===== src/hw/rtl/gpg_pkg.sv =====
`default_nettype none

package gpg_pkg;

    // Field widths
    localparam int COLOR_W = 24;
    localparam int CHAN_W  = 8;
    localparam int NUM_CH  = 3;
    localparam int STEPS_W = 7;

    // Step count limits and reset value
    localparam int STEPS_MIN   = 2;
    localparam int STEPS_MAX   = 64;
    localparam int STEPS_RESET = 30;

    // Segment divisor (steps - 1) and step counter width
    localparam int DIV_W = $clog2(STEPS_MAX);

    // Restoring divider: one quotient bit per cycle
    localparam int DIV_STEPS  = CHAN_W;
    localparam int DIV_CNT_W  = $clog2(DIV_STEPS);
    localparam logic [DIV_CNT_W-1:0] DIV_CNT_LAST = DIV_CNT_W'(DIV_STEPS - 1);

    // Register map
    localparam int APB_DATA_W = 32;
    localparam int APB_ADDR_W = 3;
    localparam int REG_IDX_W  = APB_ADDR_W - 2;
    localparam logic [REG_IDX_W-1:0] REG_STEPS = REG_IDX_W'(0);

    typedef struct packed {
        logic [COLOR_W-1:0] base_color;
        logic               last_base;
    } t_in_item;

    typedef struct packed {
        logic [COLOR_W-1:0] palette_color;
        logic               last_entry;
    } t_out_item;

    typedef enum logic [2:0] {
        S_IDLE = 3'b001,
        S_DIV  = 3'b010,
        S_GEN  = 3'b100
    } t_state;

    // Controller to datapath
    typedef struct packed {
        logic load;
        logic div_step;
        logic gen_step;
        logic emit;
        logic seg_done;
    } t_cmd;

    // Datapath to controller
    typedef struct packed {
        logic             have_prev;
        logic             dup;
        logic [DIV_W-1:0] seg_div;
    } t_status;

    // Clamp the step count and return steps - 1
    function automatic logic [DIV_W-1:0] clamp_div(input logic [STEPS_W-1:0] steps);
        logic [DIV_W-1:0] res;
        if (steps < STEPS_W'(STEPS_MIN)) begin
            res = DIV_W'(STEPS_MIN - 1);
        end else if (steps > STEPS_W'(STEPS_MAX)) begin
            res = DIV_W'(STEPS_MAX - 1);
        end else begin
            res = DIV_W'(steps - STEPS_W'(1));
        end
        return res;
    endfunction

endpackage

`default_nettype wire


===== src/hw/rtl/gradient_palette_generator_top.sv =====
`default_nettype none

// Gradient palette generator. Feed base colors (RGB888) one per input
// transaction and mark the final color of each palette with last_base. The
// first color of a palette produces nothing; every later color produces the
// ramp from the previous color to it in N = steps_per_segment entries (held
// to 2..64), dropping any entry equal to the one just sent, and an entry
// of the final segment that equals the final color carries last_entry. A
// first color is only loaded; a segment color is loaded, then each
// channel's span is divided by N - 1 bit-serially (one quotient bit per
// cycle), then the ramp is stepped, each step a single add and compare
// against the remainder. Output stalls hold only steps that emit.
// steps_per_segment sits at byte address 0 of the APB port and resets
// to 30; write it only while no segment is running.
module gradient_palette_generator_top
    import gpg_pkg::*;
(
    input  wire logic                  i_clk,
    input  wire logic                  i_rst_n,
    input  wire logic                  i_in_valid,
    output logic                       o_in_ready,
    input  wire t_in_item              i_in_data,
    output logic                       o_out_valid,
    input  wire logic                  i_out_ready,
    output t_out_item                  o_out_data,
    input  wire logic                  psel,
    input  wire logic                  penable,
    input  wire logic                  pwrite,
    input  wire logic [APB_ADDR_W-1:0] paddr,
    input  wire logic [APB_DATA_W-1:0] pwdata,
    output logic [APB_DATA_W-1:0]      prdata,
    output logic                       pready
);

    logic [STEPS_W-1:0] r_steps;
    logic [REG_IDX_W-1:0] reg_idx;
    t_cmd    cmd;
    t_status status;

    // Register file
    assign reg_idx = paddr[APB_ADDR_W-1:2];
    assign pready  = 1'b1;

    always_ff @(posedge i_clk) begin
        if (!i_rst_n) begin
            r_steps <= STEPS_W'(STEPS_RESET);
        end else if (psel && penable && pwrite && pready && (reg_idx == REG_STEPS)) begin
            r_steps <= pwdata[STEPS_W-1:0];
        end
    end

    assign prdata = (reg_idx == REG_STEPS) ? APB_DATA_W'(r_steps) : '0;

    gpg_ctrl u_ctrl (
        .i_clk       (i_clk),
        .i_rst_n     (i_rst_n),
        .i_in_valid  (i_in_valid),
        .o_in_ready  (o_in_ready),
        .o_out_valid (o_out_valid),
        .i_out_ready (i_out_ready),
        .i_status    (status),
        .o_cmd       (cmd)
    );

    gpg_datapath u_datapath (
        .i_clk      (i_clk),
        .i_rst_n    (i_rst_n),
        .i_cmd      (cmd),
        .i_item     (i_in_data),
        .i_steps    (r_steps),
        .o_status   (status),
        .o_out_data (o_out_data)
    );

endmodule

`default_nettype wire


===== src/hw/rtl/gpg_datapath.sv =====
`default_nettype none

module gpg_datapath
    import gpg_pkg::*;
(
    input  wire logic               i_clk,
    input  wire logic               i_rst_n,
    input  wire t_cmd               i_cmd,
    input  wire t_in_item           i_item,
    input  wire logic [STEPS_W-1:0] i_steps,
    output t_status                 o_status,
    output t_out_item               o_out_data
);

    // Palette state
    logic [COLOR_W-1:0] r_prev_base;
    logic               r_have_prev;
    logic [COLOR_W-1:0] r_last_emitted;
    logic               r_have_emitted;

    // Segment working registers
    logic [COLOR_W-1:0] r_c1;
    logic [COLOR_W-1:0] r_c2;
    logic               r_ends;
    logic [DIV_W-1:0]   r_div;

    // Per-channel divider and accumulator
    logic [NUM_CH-1:0]             r_dir;
    logic [CHAN_W-1:0]             r_dvd [NUM_CH];
    logic [DIV_W-1:0]              r_rem [NUM_CH];
    logic [CHAN_W-1:0]             r_q   [NUM_CH];
    logic [DIV_W-1:0]              r_r   [NUM_CH];

    t_out_item r_out_data;

    logic [COLOR_W-1:0] entry;
    logic [CHAN_W-1:0]  ch_a    [NUM_CH];
    logic [CHAN_W-1:0]  ch_b    [NUM_CH];
    logic [CHAN_W-1:0]  ch_ent  [NUM_CH];
    logic [DIV_W:0]     rem_sh  [NUM_CH];
    logic               rem_ge  [NUM_CH];
    logic [DIV_W:0]     rem_sum [NUM_CH];
    logic               carry   [NUM_CH];

    // Per-channel arithmetic
    always_comb begin
        for (int c = 0; c < NUM_CH; c++) begin
            ch_a[c] = r_prev_base[c*CHAN_W +: CHAN_W];
            ch_b[c] = i_item.base_color[c*CHAN_W +: CHAN_W];
            // Downward ramps round toward minus infinity, away from the start color
            if (r_dir[c]) begin
                ch_ent[c] = r_c1[c*CHAN_W +: CHAN_W] - r_q[c]
                            - {{(CHAN_W-1){1'b0}}, (r_r[c] != '0)};
            end else begin
                ch_ent[c] = r_c1[c*CHAN_W +: CHAN_W] + r_q[c];
            end
            entry[c*CHAN_W +: CHAN_W] = ch_ent[c];
            // Divider step: shift in next dividend bit, subtract if it fits
            rem_sh[c] = {r_rem[c], r_dvd[c][CHAN_W-1]};
            rem_ge[c] = rem_sh[c] >= {1'b0, r_div};
            // Accumulate remainder, carry into quotient on overflow
            rem_sum[c] = {1'b0, r_r[c]} + {1'b0, r_rem[c]};
            carry[c]   = rem_sum[c] >= {1'b0, r_div};
        end
    end

    // Palette state update
    always_ff @(posedge i_clk) begin
        if (!i_rst_n) begin
            r_prev_base    <= '0;
            r_have_prev    <= 1'b0;
            r_last_emitted <= '0;
            r_have_emitted <= 1'b0;
        end else begin
            if (i_cmd.load) begin
                r_prev_base <= i_item.base_color;
                r_have_prev <= !i_item.last_base;
            end
            // Palette end wins over the last emit
            if (i_cmd.seg_done && r_ends) begin
                r_last_emitted <= '0;
                r_have_emitted <= 1'b0;
            end else if (i_cmd.emit) begin
                r_last_emitted <= entry;
                r_have_emitted <= 1'b1;
            end
        end
    end

    // Segment setup, division and stepping
    always_ff @(posedge i_clk) begin
        if (i_cmd.load) begin
            r_c1   <= r_prev_base;
            r_c2   <= i_item.base_color;
            r_ends <= i_item.last_base;
            r_div  <= clamp_div(i_steps);
        end
        for (int c = 0; c < NUM_CH; c++) begin
            if (i_cmd.load) begin
                r_dir[c] <= ch_b[c] < ch_a[c];
                r_dvd[c] <= (ch_b[c] < ch_a[c]) ? (ch_a[c] - ch_b[c]) : (ch_b[c] - ch_a[c]);
                r_rem[c] <= '0;
                r_q[c]   <= '0;
                r_r[c]   <= '0;
            end else if (i_cmd.div_step) begin
                r_rem[c] <= rem_ge[c] ? DIV_W'(rem_sh[c] - {1'b0, r_div})
                                      : rem_sh[c][DIV_W-1:0];
                r_dvd[c] <= {r_dvd[c][CHAN_W-2:0], rem_ge[c]};
            end else if (i_cmd.gen_step) begin
                r_r[c] <= carry[c] ? DIV_W'(rem_sum[c] - {1'b0, r_div})
                                   : rem_sum[c][DIV_W-1:0];
                r_q[c] <= r_q[c] + r_dvd[c] + {{(CHAN_W-1){1'b0}}, carry[c]};
            end
        end
    end

    // Output register; ramps are monotonic, so an emit equal to the end color is the segment's final emit
    always_ff @(posedge i_clk) begin
        if (i_cmd.emit) begin
            r_out_data.palette_color <= entry;
            r_out_data.last_entry    <= r_ends && (entry == r_c2);
        end
    end

    assign o_status.have_prev = r_have_prev;
    assign o_status.dup       = r_have_emitted && (entry == r_last_emitted);
    assign o_status.seg_div   = r_div;
    assign o_out_data         = r_out_data;

endmodule

`default_nettype wire


===== src/hw/rtl/gpg_ctrl.sv =====
`default_nettype none

module gpg_ctrl
    import gpg_pkg::*;
(
    input  wire logic    i_clk,
    input  wire logic    i_rst_n,
    input  wire logic    i_in_valid,
    output logic         o_in_ready,
    output logic         o_out_valid,
    input  wire logic    i_out_ready,
    input  wire t_status i_status,
    output t_cmd         o_cmd
);

    t_state                r_state, n_state;
    logic [DIV_CNT_W-1:0]  r_div_cnt, n_div_cnt;
    logic [DIV_W-1:0]      r_step, n_step;
    logic                  r_out_valid, n_out_valid;
    logic                  out_free;

    assign out_free = !r_out_valid || i_out_ready;

    // Sequence one item: accept, then for a segment color divide and generate
    always_comb begin
        n_state   = r_state;
        n_div_cnt = r_div_cnt;
        n_step    = r_step;
        o_cmd     = '0;
        unique case (r_state)
            S_IDLE: begin
                if (i_in_valid) begin
                    o_cmd.load = 1'b1;
                    if (i_status.have_prev) begin
                        n_state   = S_DIV;
                        n_div_cnt = '0;
                    end
                end
            end
            S_DIV: begin
                o_cmd.div_step = 1'b1;
                n_div_cnt      = r_div_cnt + DIV_CNT_W'(1);
                if (r_div_cnt == DIV_CNT_LAST) begin
                    n_state = S_GEN;
                    n_step  = '0;
                end
            end
            S_GEN: begin
                // Skip repeats freely; emit only into a free output slot
                if (i_status.dup || out_free) begin
                    o_cmd.gen_step = 1'b1;
                    o_cmd.emit     = !i_status.dup;
                    n_step         = r_step + DIV_W'(1);
                    if (r_step == i_status.seg_div) begin
                        o_cmd.seg_done = 1'b1;
                        n_state        = S_IDLE;
                    end
                end
            end
            default: begin
                n_state = S_IDLE;
            end
        endcase
    end

    // Hold output valid until the transaction completes
    always_comb begin
        if (o_cmd.emit) begin
            n_out_valid = 1'b1;
        end else if (i_out_ready) begin
            n_out_valid = 1'b0;
        end else begin
            n_out_valid = r_out_valid;
        end
    end

    always_ff @(posedge i_clk) begin
        if (!i_rst_n) begin
            r_state     <= S_IDLE;
            r_div_cnt   <= '0;
            r_step      <= '0;
            r_out_valid <= 1'b0;
        end else begin
            r_state     <= n_state;
            r_div_cnt   <= n_div_cnt;
            r_step      <= n_step;
            r_out_valid <= n_out_valid;
        end
    end

    assign o_in_ready  = (r_state == S_IDLE);
    assign o_out_valid = r_out_valid;

endmodule

`default_nettype wire


===== config.mk =====
export PLATFORM = sky130hd
export DESIGN_NAME = gradient_palette_generator_top
export DESIGN_NICKNAME = d
export VERILOG_FILES = /design/src/hw/rtl/gpg_pkg.sv /design/src/hw/rtl/gradient_palette_generator_top.sv /design/src/hw/rtl/gpg_datapath.sv /design/src/hw/rtl/gpg_ctrl.sv
export SDC_FILE = /design/constraint.sdc
export NUM_CORES = 1
export LEC_CHECK = 0
export BUFFER_PORTS_ARGS = -buffer_cell sky130_fd_sc_hd__buf_2
export CAP_MARGIN = 15
export CORE_MARGIN = 4
export CORE_UTILIZATION = 60
export DETAILED_ROUTE_END_ITERATION = 6
export GPL_TIMING_DRIVEN = 0
export HOLD_SLACK_MARGIN = 0.05
export PLACE_DENSITY = 0.79
export SYNTH_ARGS = -nofsm -noshare
export SYNTH_HDL_FRONTEND = slang
export SYNTH_SLANG_ARGS = --single-unit
export TNS_END_PERCENT = 5

===== constraint.sdc =====
create_clock -name i_clk -period 6.2 [get_ports i_clk]
set_clock_uncertainty 0.1 [all_clocks]
set_input_delay 0 -clock i_clk [delete_from_list [all_inputs] [get_ports i_clk]]
set_output_delay 0 -clock i_clk [all_outputs]
set_load 0.01 [all_outputs]

==> results of run 1 <==
-- cells by family after synthesis --
family | after synthesis | share of synthesized area [%]
buffers and inverters | 239 | 5.842
and+or+nand+nor | 516 | 14.33
adders and majority gates | 209 | 16.33
xor gates and xnor gates | 152 | 7.900
DFF | 237 | 36.89
muxes | 74 | 4.396
other | 2 | 0.04318
AOI/OAI and AO/OA | 378 | 14.26
-- final timing paths --
check                             from                   endpoint  depth (start not counted)
min reg2reg  u_datapath.r_have_emitted  u_datapath.r_have_emitted                          2
min                       i_in_data[0]          u_datapath.r_ends                          2
max reg2reg       u_datapath.r_r[0][2]   u_datapath.o_out_data[8]                         16
max               u_datapath.r_r[0][2]   u_datapath.o_out_data[8]                         16
-- where the power goes --
group | internal (W) | switching, W | total, W
combinational | 0.000769 | 0.00105 | 0.00182
clock | 0.000911 | 0.000669 | 0.00158
sequential | 0.00185 | 0.000107 | 0.00196
total | 0.00354 | 0.00183 | 0.00536
-- registers in the layout, summed over array words and instances, names as in the netlist --
register	cells
u_ctrl.r_state	3
u_datapath.r_div	6
r_steps	7
u_datapath.r_last_emitted	24
u_datapath.r_have_prev	1
u_ctrl.r_div_cnt	3
u_datapath.r_have_emitted	1
u_ctrl.o_out_valid	1
u_datapath.r_rem	18
u_datapath.o_out_data	25
u_datapath.r_prev_base	24
u_datapath.r_c2	24
u_datapath.r_dvd	24
u_datapath.r_c1	24
u_datapath.r_q	24
u_ctrl.r_step	6
u_datapath.r_ends	1
u_datapath.r_r	18
u_datapath.r_dir	3
-- routing by layer --
layer,routed length (um),vias up,share of wire [%]
met5,0,-,0
met4,1792,0,4.2
met1,17960,6522,42
met3,2159,97,5.0
li1,-,6689,-
met2,20890,414,49
-- stage by stage --
| stage | hold WS (ns) | TNS [ns] | area [um2] |
|---|---|---|---|
| 2_1_floorplan | -0.05708 | 0 | 17480 |
| 3_3_place_gp | 0.09106 | -32.33 | 18320 |
| 3_5_place_dp | 0.09776 | 0 | 18390 |
| 4_1_cts | 0.06752 | 0 | 19690 |
| 5_1_grt | 0.08715 | -2.851 | 19700 |
| 6_report | 0.08754 | 0 | 19710 |
-- synth_stat cells, types with 8 or more instances --
master / n
nor2_1: 186
ha_1: 179
edfxtp_1: 167
inv_1: 161
nand2_1: 121
a21oi_1: 110
xnor2_1: 98
dfxtp_1: 70
o21ai_0: 66
mux2i_1: 55
xor2_1: 51
a21o_1: 39
clkbuf_1: 37
a21boi_0: 35
nor2b_1: 35
fa_1: 30
buf_4: 28
nand3_1: 28
nand2b_1: 26
nor3_1: 21
mux2_2: 19
nand4_1: 17
o21a_1: 16
a211oi_1: 14
nor4_1: 12
and3_1: 10
o21bai_1: 10
and2_1: 9
a31oi_1: 8
or3_1: 8
-- repair_timing --
item	in CTS	in global routing
endpoints found under the hold margin	72	0
hold buffers	42	0
gates resized for setup	0	4
endpoints found under the setup margin	0	58
-- layout make-up --
| cell class | count | area, um2 | area share, % |
|---|---|---|---|
| Multi-Input combinational cell | 1355 | 10060 | 51.05 |
| Sequential cell | 237 | 6416 | 32.56 |
| Timing Repair Buffer | 118 | 845.8 | 4.292 |
| Clock buffer | 30 | 706.9 | 3.587 |
| Inverter | 165 | 619.3 | 3.143 |
| Tap cell | 384 | 480.5 | 2.438 |
| Buffer | 74 | 399.1 | 2.025 |
| Clock inverter | 20 | 173.9 | 0.8825 |
| Antenna cell | 2 | 5.005 | 0.02540 |
-- critical path, cell delays in order (launching register included) --
cell and delay, ns:
edfxtp_1 0.41, nor4_1 0.48, nand2_1 0.25, fa_1 0.56, inv_1 0.05, ha_1 0.19
o21a_1 0.23, o22ai_1 0.18, mux2i_1 0.16, o21ai_0 0.32, or4b_1 0.51, nor4_2 0.41
nand4_1 0.36, nand3_1 0.28, buf_4 0.24, buf_2 0.33, inv_1 0.54
==> impl_metrics.env, run 1 <==
export IMPL_status="finished clean"
export IMPL_pre_cts_ws_ns=0.1195
export IMPL_cts_tree="built"
export IMPL_drive_above_1_share_pct=10.06
export IMPL_grt_pass1_vias=13316
export IMPL_async_flop_share_pct=0
export IMPL_areaGrowthSynthToFinish_pct=13.32
export IMPL_grt_overflow_total=0
export IMPL_cts_max_level=1
export IMPL_top_usage_layer="met2"
export IMPL_yosysSeqAreaShare_pct=36.89
export IMPL_initial_core_util_pct=60.75
export IMPL_syn_inst=1807
export IMPL_synth_edff_count=167
export IMPL_final_util_pct=68.84
export IMPL_path_clk_slew_ns=0.06
export IMPL_p_per_area_nw_per_um2=272.1
export IMPL_globalplace_congestion=0.9344
export IMPL_drt_total_wl_um=42800
export IMPL_leakage_nw=8.652
export IMPL_min_period_ns=6.070
export IMPL_p_total_w=0.005361
export IMPL_met1_usage_pct=34.42
export IMPL_antenna_found_initial=1
export IMPL_met2_usage_pct=46.66
export IMPL_cp_end_kind="flop"
export IMPL_io_pins=127
export IMPL_fp_dieW_um=178.2
export IMPL_clkLatencyLatePin_ns=0.54
export IMPL_port_buffers=72
export IMPL_r2r_slack_ns=0.13
export IMPL_yosysTopAreaCell="edfxtp_1"
export IMPL_post_route_period_util_pct=97.91
export IMPL_synth_ff_type="edfxtp_1"
export IMPL_grt_use_met3_pct=3.179
export IMPL_drtAntennaViolNets=0
export IMPL_grt_max_degree=45
export IMPL_synth_warnings=0
export IMPL_layout_commonest_cell="nor2_1"
export IMPL_postCtsSetupBuffers=0
export IMPL_synth_top_area_share_pct=28.84
export IMPL_hpwl_um=32690
export IMPL_die_h_um=178.2
export IMPL_ir_drop_v=0.0002285
export IMPL_via_count=13722
export IMPL_via_per_inst=5.753
export IMPL_netlist_area_um2=17390
export IMPL_crit_path_start_kind="flop"
export IMPL_fin_cells=2385
export IMPL_tightest_slew_ns=1.067
export IMPL_n_fill_cell=2198
export IMPL_finalHoldViolations=0
export IMPL_clock_sinks=237
export IMPL_maxSlewViolCount=0
export IMPL_synth_area_leaders="edfxtp_1 29%, ha_1 13%, dfxtp_1 8.1%"
export IMPL_die_area_um2=31770
export IMPL_num_rows=62
export IMPL_layout_setup_ws_ns=0.1296
export IMPL_final_cell_mix="186 x nor2_1, 179 x ha_1, 167 x edfxtp_1"
export IMPL_drt_pass1_iterations=6
export IMPL_crit_required_ns=6.20
export IMPL_wl_per_cell_um=17.95
export IMPL_worstHoldPathType="input pin to flop"
export IMPL_ys_seq_elements=237
export IMPL_clockBufferDepth=3
export IMPL_cap_violations=0
export IMPL_fmax_mhz=164.7
export IMPL_avgSynthCellArea_um2=9.624
export IMPL_cts_buffers=27
export IMPL_core_um2=28630
export IMPL_grt_pass1_wl_um=68010
export IMPL_nets=2254
export IMPL_placed_cells=2290
export IMPL_cp_arrival_ns=6.07
export IMPL_relSlewSlack_pct=28.76
export IMPL_drt_iter0_markers=1100
export IMPL_cp_max_fo=25
export IMPL_rsz0062_at_grt="yes"
export IMPL_grt_usage_pct=26.85
export IMPL_setup_viol=0
export IMPL_critPathKind="flop to flop"
export IMPL_drc=0
export IMPL_cts_root_buf="clkbuf_16"
export IMPL_ys_types=79
No activity file was read; power rests on OpenSTA's default activity.
==> inputs of run 2 (changes only) <==
--- a/config.mk
+++ b/config.mk
@@ -7,12 +7,14 @@
 export LEC_CHECK = 0
 export BUFFER_PORTS_ARGS = -buffer_cell sky130_fd_sc_hd__buf_2
 export CAP_MARGIN = 15
+export CELL_PAD_IN_SITES_DETAIL_PLACEMENT = 1
+export CELL_PAD_IN_SITES_GLOBAL_PLACEMENT = 2
 export CORE_MARGIN = 4
-export CORE_UTILIZATION = 60
+export CORE_UTILIZATION = 40
 export DETAILED_ROUTE_END_ITERATION = 6
 export GPL_TIMING_DRIVEN = 0
 export HOLD_SLACK_MARGIN = 0.05
-export PLACE_DENSITY = 0.79
+export PLACE_DENSITY_LB_ADDON = 0.1
 export SYNTH_ARGS = -nofsm -noshare
 export SYNTH_HDL_FRONTEND = slang
 export SYNTH_SLANG_ARGS = --single-unit
==> impl_metrics.env, run 2 (synthesis results as in run 1) <==
export IMPL_largest_reg_flops=25
export IMPL_rsz0062_at_grt="no"
export IMPL_ir_drop_v=0.0001891
export IMPL_post_route_period_util_pct=94.01
export IMPL_hpwl_um=40090
export IMPL_drive_above_1_share_pct=10.11
export IMPL_cp_max_fo=12
export IMPL_placed_cells=2491
export IMPL_clock_sinks=237
export IMPL_tightest_slew_ns=1.134
export IMPL_fin_cells=2592
export IMPL_crit_required_ns=6.32
export IMPL_nets=2261
export IMPL_p_per_area_nw_per_um2=277.7
export IMPL_cts_root_buf="clkbuf_16"
export IMPL_antenna_found_initial=0
export IMPL_num_rows=76
export IMPL_met2_usage_pct=37.99
export IMPL_crit_slowest_cell="fa_1"
export IMPL_cpLargestDelayFamily="simple AND/OR/NAND/NOR gates"
export IMPL_r2r_slack_ns=0.37
export IMPL_wl_per_cell_um=19.66
export IMPL_cp_arrival_ns=5.95
export IMPL_setup_viol=0
export IMPL_crit_path_start_kind="flop"
export IMPL_drt_iter0_markers=685
export IMPL_drt_pass1_iterations=5
export IMPL_globalplace_congestion=0.8351
export IMPL_fp_dieW_um=216.5
export IMPL_path_clk_slew_ns=0.06
export IMPL_cts_buffers=29
export IMPL_areaGrowthSynthToFinish_pct=15.63
export IMPL_die_area_um2=46880
export IMPL_drt_total_wl_um=50960
export IMPL_drc=0
export IMPL_layout_commonest_cell="nor2_1"
export IMPL_maxSlewViolCount=0
export IMPL_diodes=0
export IMPL_status="finished clean"
export IMPL_fmax_mhz=171.6
export IMPL_grt_pass1_vias=14193
export IMPL_whs_endpoint="r_steps[6]"
export IMPL_finalSetupTns_ns=0
export IMPL_layout_setup_ws_ns=0.3713
export IMPL_clkLatencyLatePin_ns=0.57
export IMPL_top_usage_layer="met2"
export IMPL_timing_rr_end="u_datapath.o_out_data[14]"
export IMPL_crit_path_max_incr_delay_ns=0.56
export IMPL_critPathBufInv=4
export IMPL_drtAntennaViolNets=0
export IMPL_path_cells="nor4_1 -> nand2_1 -> fa_1 -> inv_1 -> ha_1 -> xnor2_1 -> xnor2_1 -> mux2_2 -> a2111oi_2 -> nand4_1 -> nor4_2 -> nand4_1 -> nand3_1 -> buf_4 -> clkbuf_4 -> clkinvlp_4"
export IMPL_core_um2=42980
export IMPL_min_path_cells=4
export IMPL_grt_usage_pct=21.57
export IMPL_min_delay_start="pwrite"
export IMPL_met1_usage_pct=28.77
export IMPL_cp_end_kind="flop"
export IMPL_grt_overflow_total=0
export IMPL_via_per_inst=5.221
export IMPL_worstHoldPathType="input pin to flop"
export IMPL_io_pins=127
export IMPL_grt_max_degree=40
export IMPL_clockBufferDepth=3
export IMPL_r2r_cells=16
export IMPL_cts_max_level=1
export IMPL_pre_cts_ws_ns=-0.5014
export IMPL_n_fill_cell=4913
export IMPL_leakage_nw=8.687
export IMPL_cap_violations=0
export IMPL_worst_path_stages=16
export IMPL_relSlewSlack_pct=24.43
export IMPL_cts_tree="built"
export IMPL_grt_pass1_wl_um=80290
export IMPL_initial_core_util_pct=40.46
export IMPL_finalHoldViolations=0
export IMPL_port_buffers=72
export IMPL_r2r_start="u_datapath.r_r[1][2]"
export IMPL_critPathKind="flop to flop"
export IMPL_grt_use_met3_pct=2.510
export IMPL_min_period_ns=5.829
export IMPL_final_cell_mix="186 x nor2_1, 179 x ha_1, 167 x edfxtp_1"
export IMPL_via_count=13534
export IMPL_die_h_um=216.5
run 2: cell count changes in the layout (fill, tap and decap cells not counted), moves of 3 or more:
cell | previous run | this run
clkinvlp_4 | 2 | 5
dlygate4sd3_1 | 42 | 46
inv_6 | 4 | 0
clkbuf_1 | 37 | 44
run 2: metrics by stage:
step / cell area [um2] / utilization [%] / power [W] / hold slack, ns
after detailed placement: 18640 / 43.37 / 0.003839 / 0.09858
after global routing: 20110 / 46.78 / 0.005937 / 0.1088
after CTS: 20070 / 46.70 / 0.005646 / 0.05210
after global placement: 18570 / 43.21 / 0.003781 / 0.09984
final: 20110 / 46.78 / 0.005583 / 0.06205
after floorplan: 17480 / - / 0.003313 / -0.05708
run 2: area by class of cell:
cell class / count / area [um2] / area share (%)
repair inverters: 1 / 7.507 / 0.03733
clock buffers: 39 / 783.3 / 3.895
plain buffers: 74 / 401.6 / 1.997
inverters: 165 / 623.1 / 3.099
clock inverters: 14 / 176.4 / 0.8774
well taps: 585 / 732.0 / 3.640
flip-flops and latches: 237 / 6416 / 31.91
repair buffers: 122 / 888.4 / 4.418
multi-input cells: 1355 / 10080 / 50.13
run 2: what timing repair did:
| action | CTS | global route |
|---|---|---|
| setup buffers | 0 | 1 |
| hold buffers | 46 | 0 |
| endpoints found under the hold margin | 72 | 0 |
| cloned | 0 | 1 |
| setup endpoints to repair | 67 | 49 |
| gates resized for setup | 4 | 6 |
run 2: metal layers:
layer	part of all wire [%]	vias to the layer above
li1	-	6673
met1	46	6661
met2	49	148
met3	2.8	52
met4	2.1	0
met5	0	-
run 2: power by group:
part	switching, W	internal [W]	leakage [nW]
logic	0.00109	0.000773	6.03
registers	0.000114	0.00186	2.20
clock network	0.000707	0.00105	0.463
run 2: how the worst max path moves through the flow:
stage                          from                         to
2_1_floorplan  u_datapath.r_q[1][4]       u_datapath.r_q[0][0]
3_3_place_gp   u_datapath.r_r[0][2]       u_datapath.r_q[2][4]
3_5_place_dp   u_datapath.r_r[0][2]       u_datapath.r_q[2][4]
4_1_cts        u_datapath.r_r[0][2]  u_datapath.o_out_data[19]
5_1_grt        u_datapath.r_r[2][2]       u_datapath.r_r[1][3]
6_report       u_datapath.r_r[1][2]  u_datapath.o_out_data[14]
run 2: worst reg2reg max path, delay by kind of cell, from the launching register on:
kind                       cells  cell delay [ns]
adders and majority gates      2             0.84
muxes                          1             0.28
AOI/OAI and AO/OA              1             0.48
xor gates and xnor gates       2             0.36
and+or+nand+nor                6             2.03
DFF                            1             0.41
buffers and inverters          4             1.00
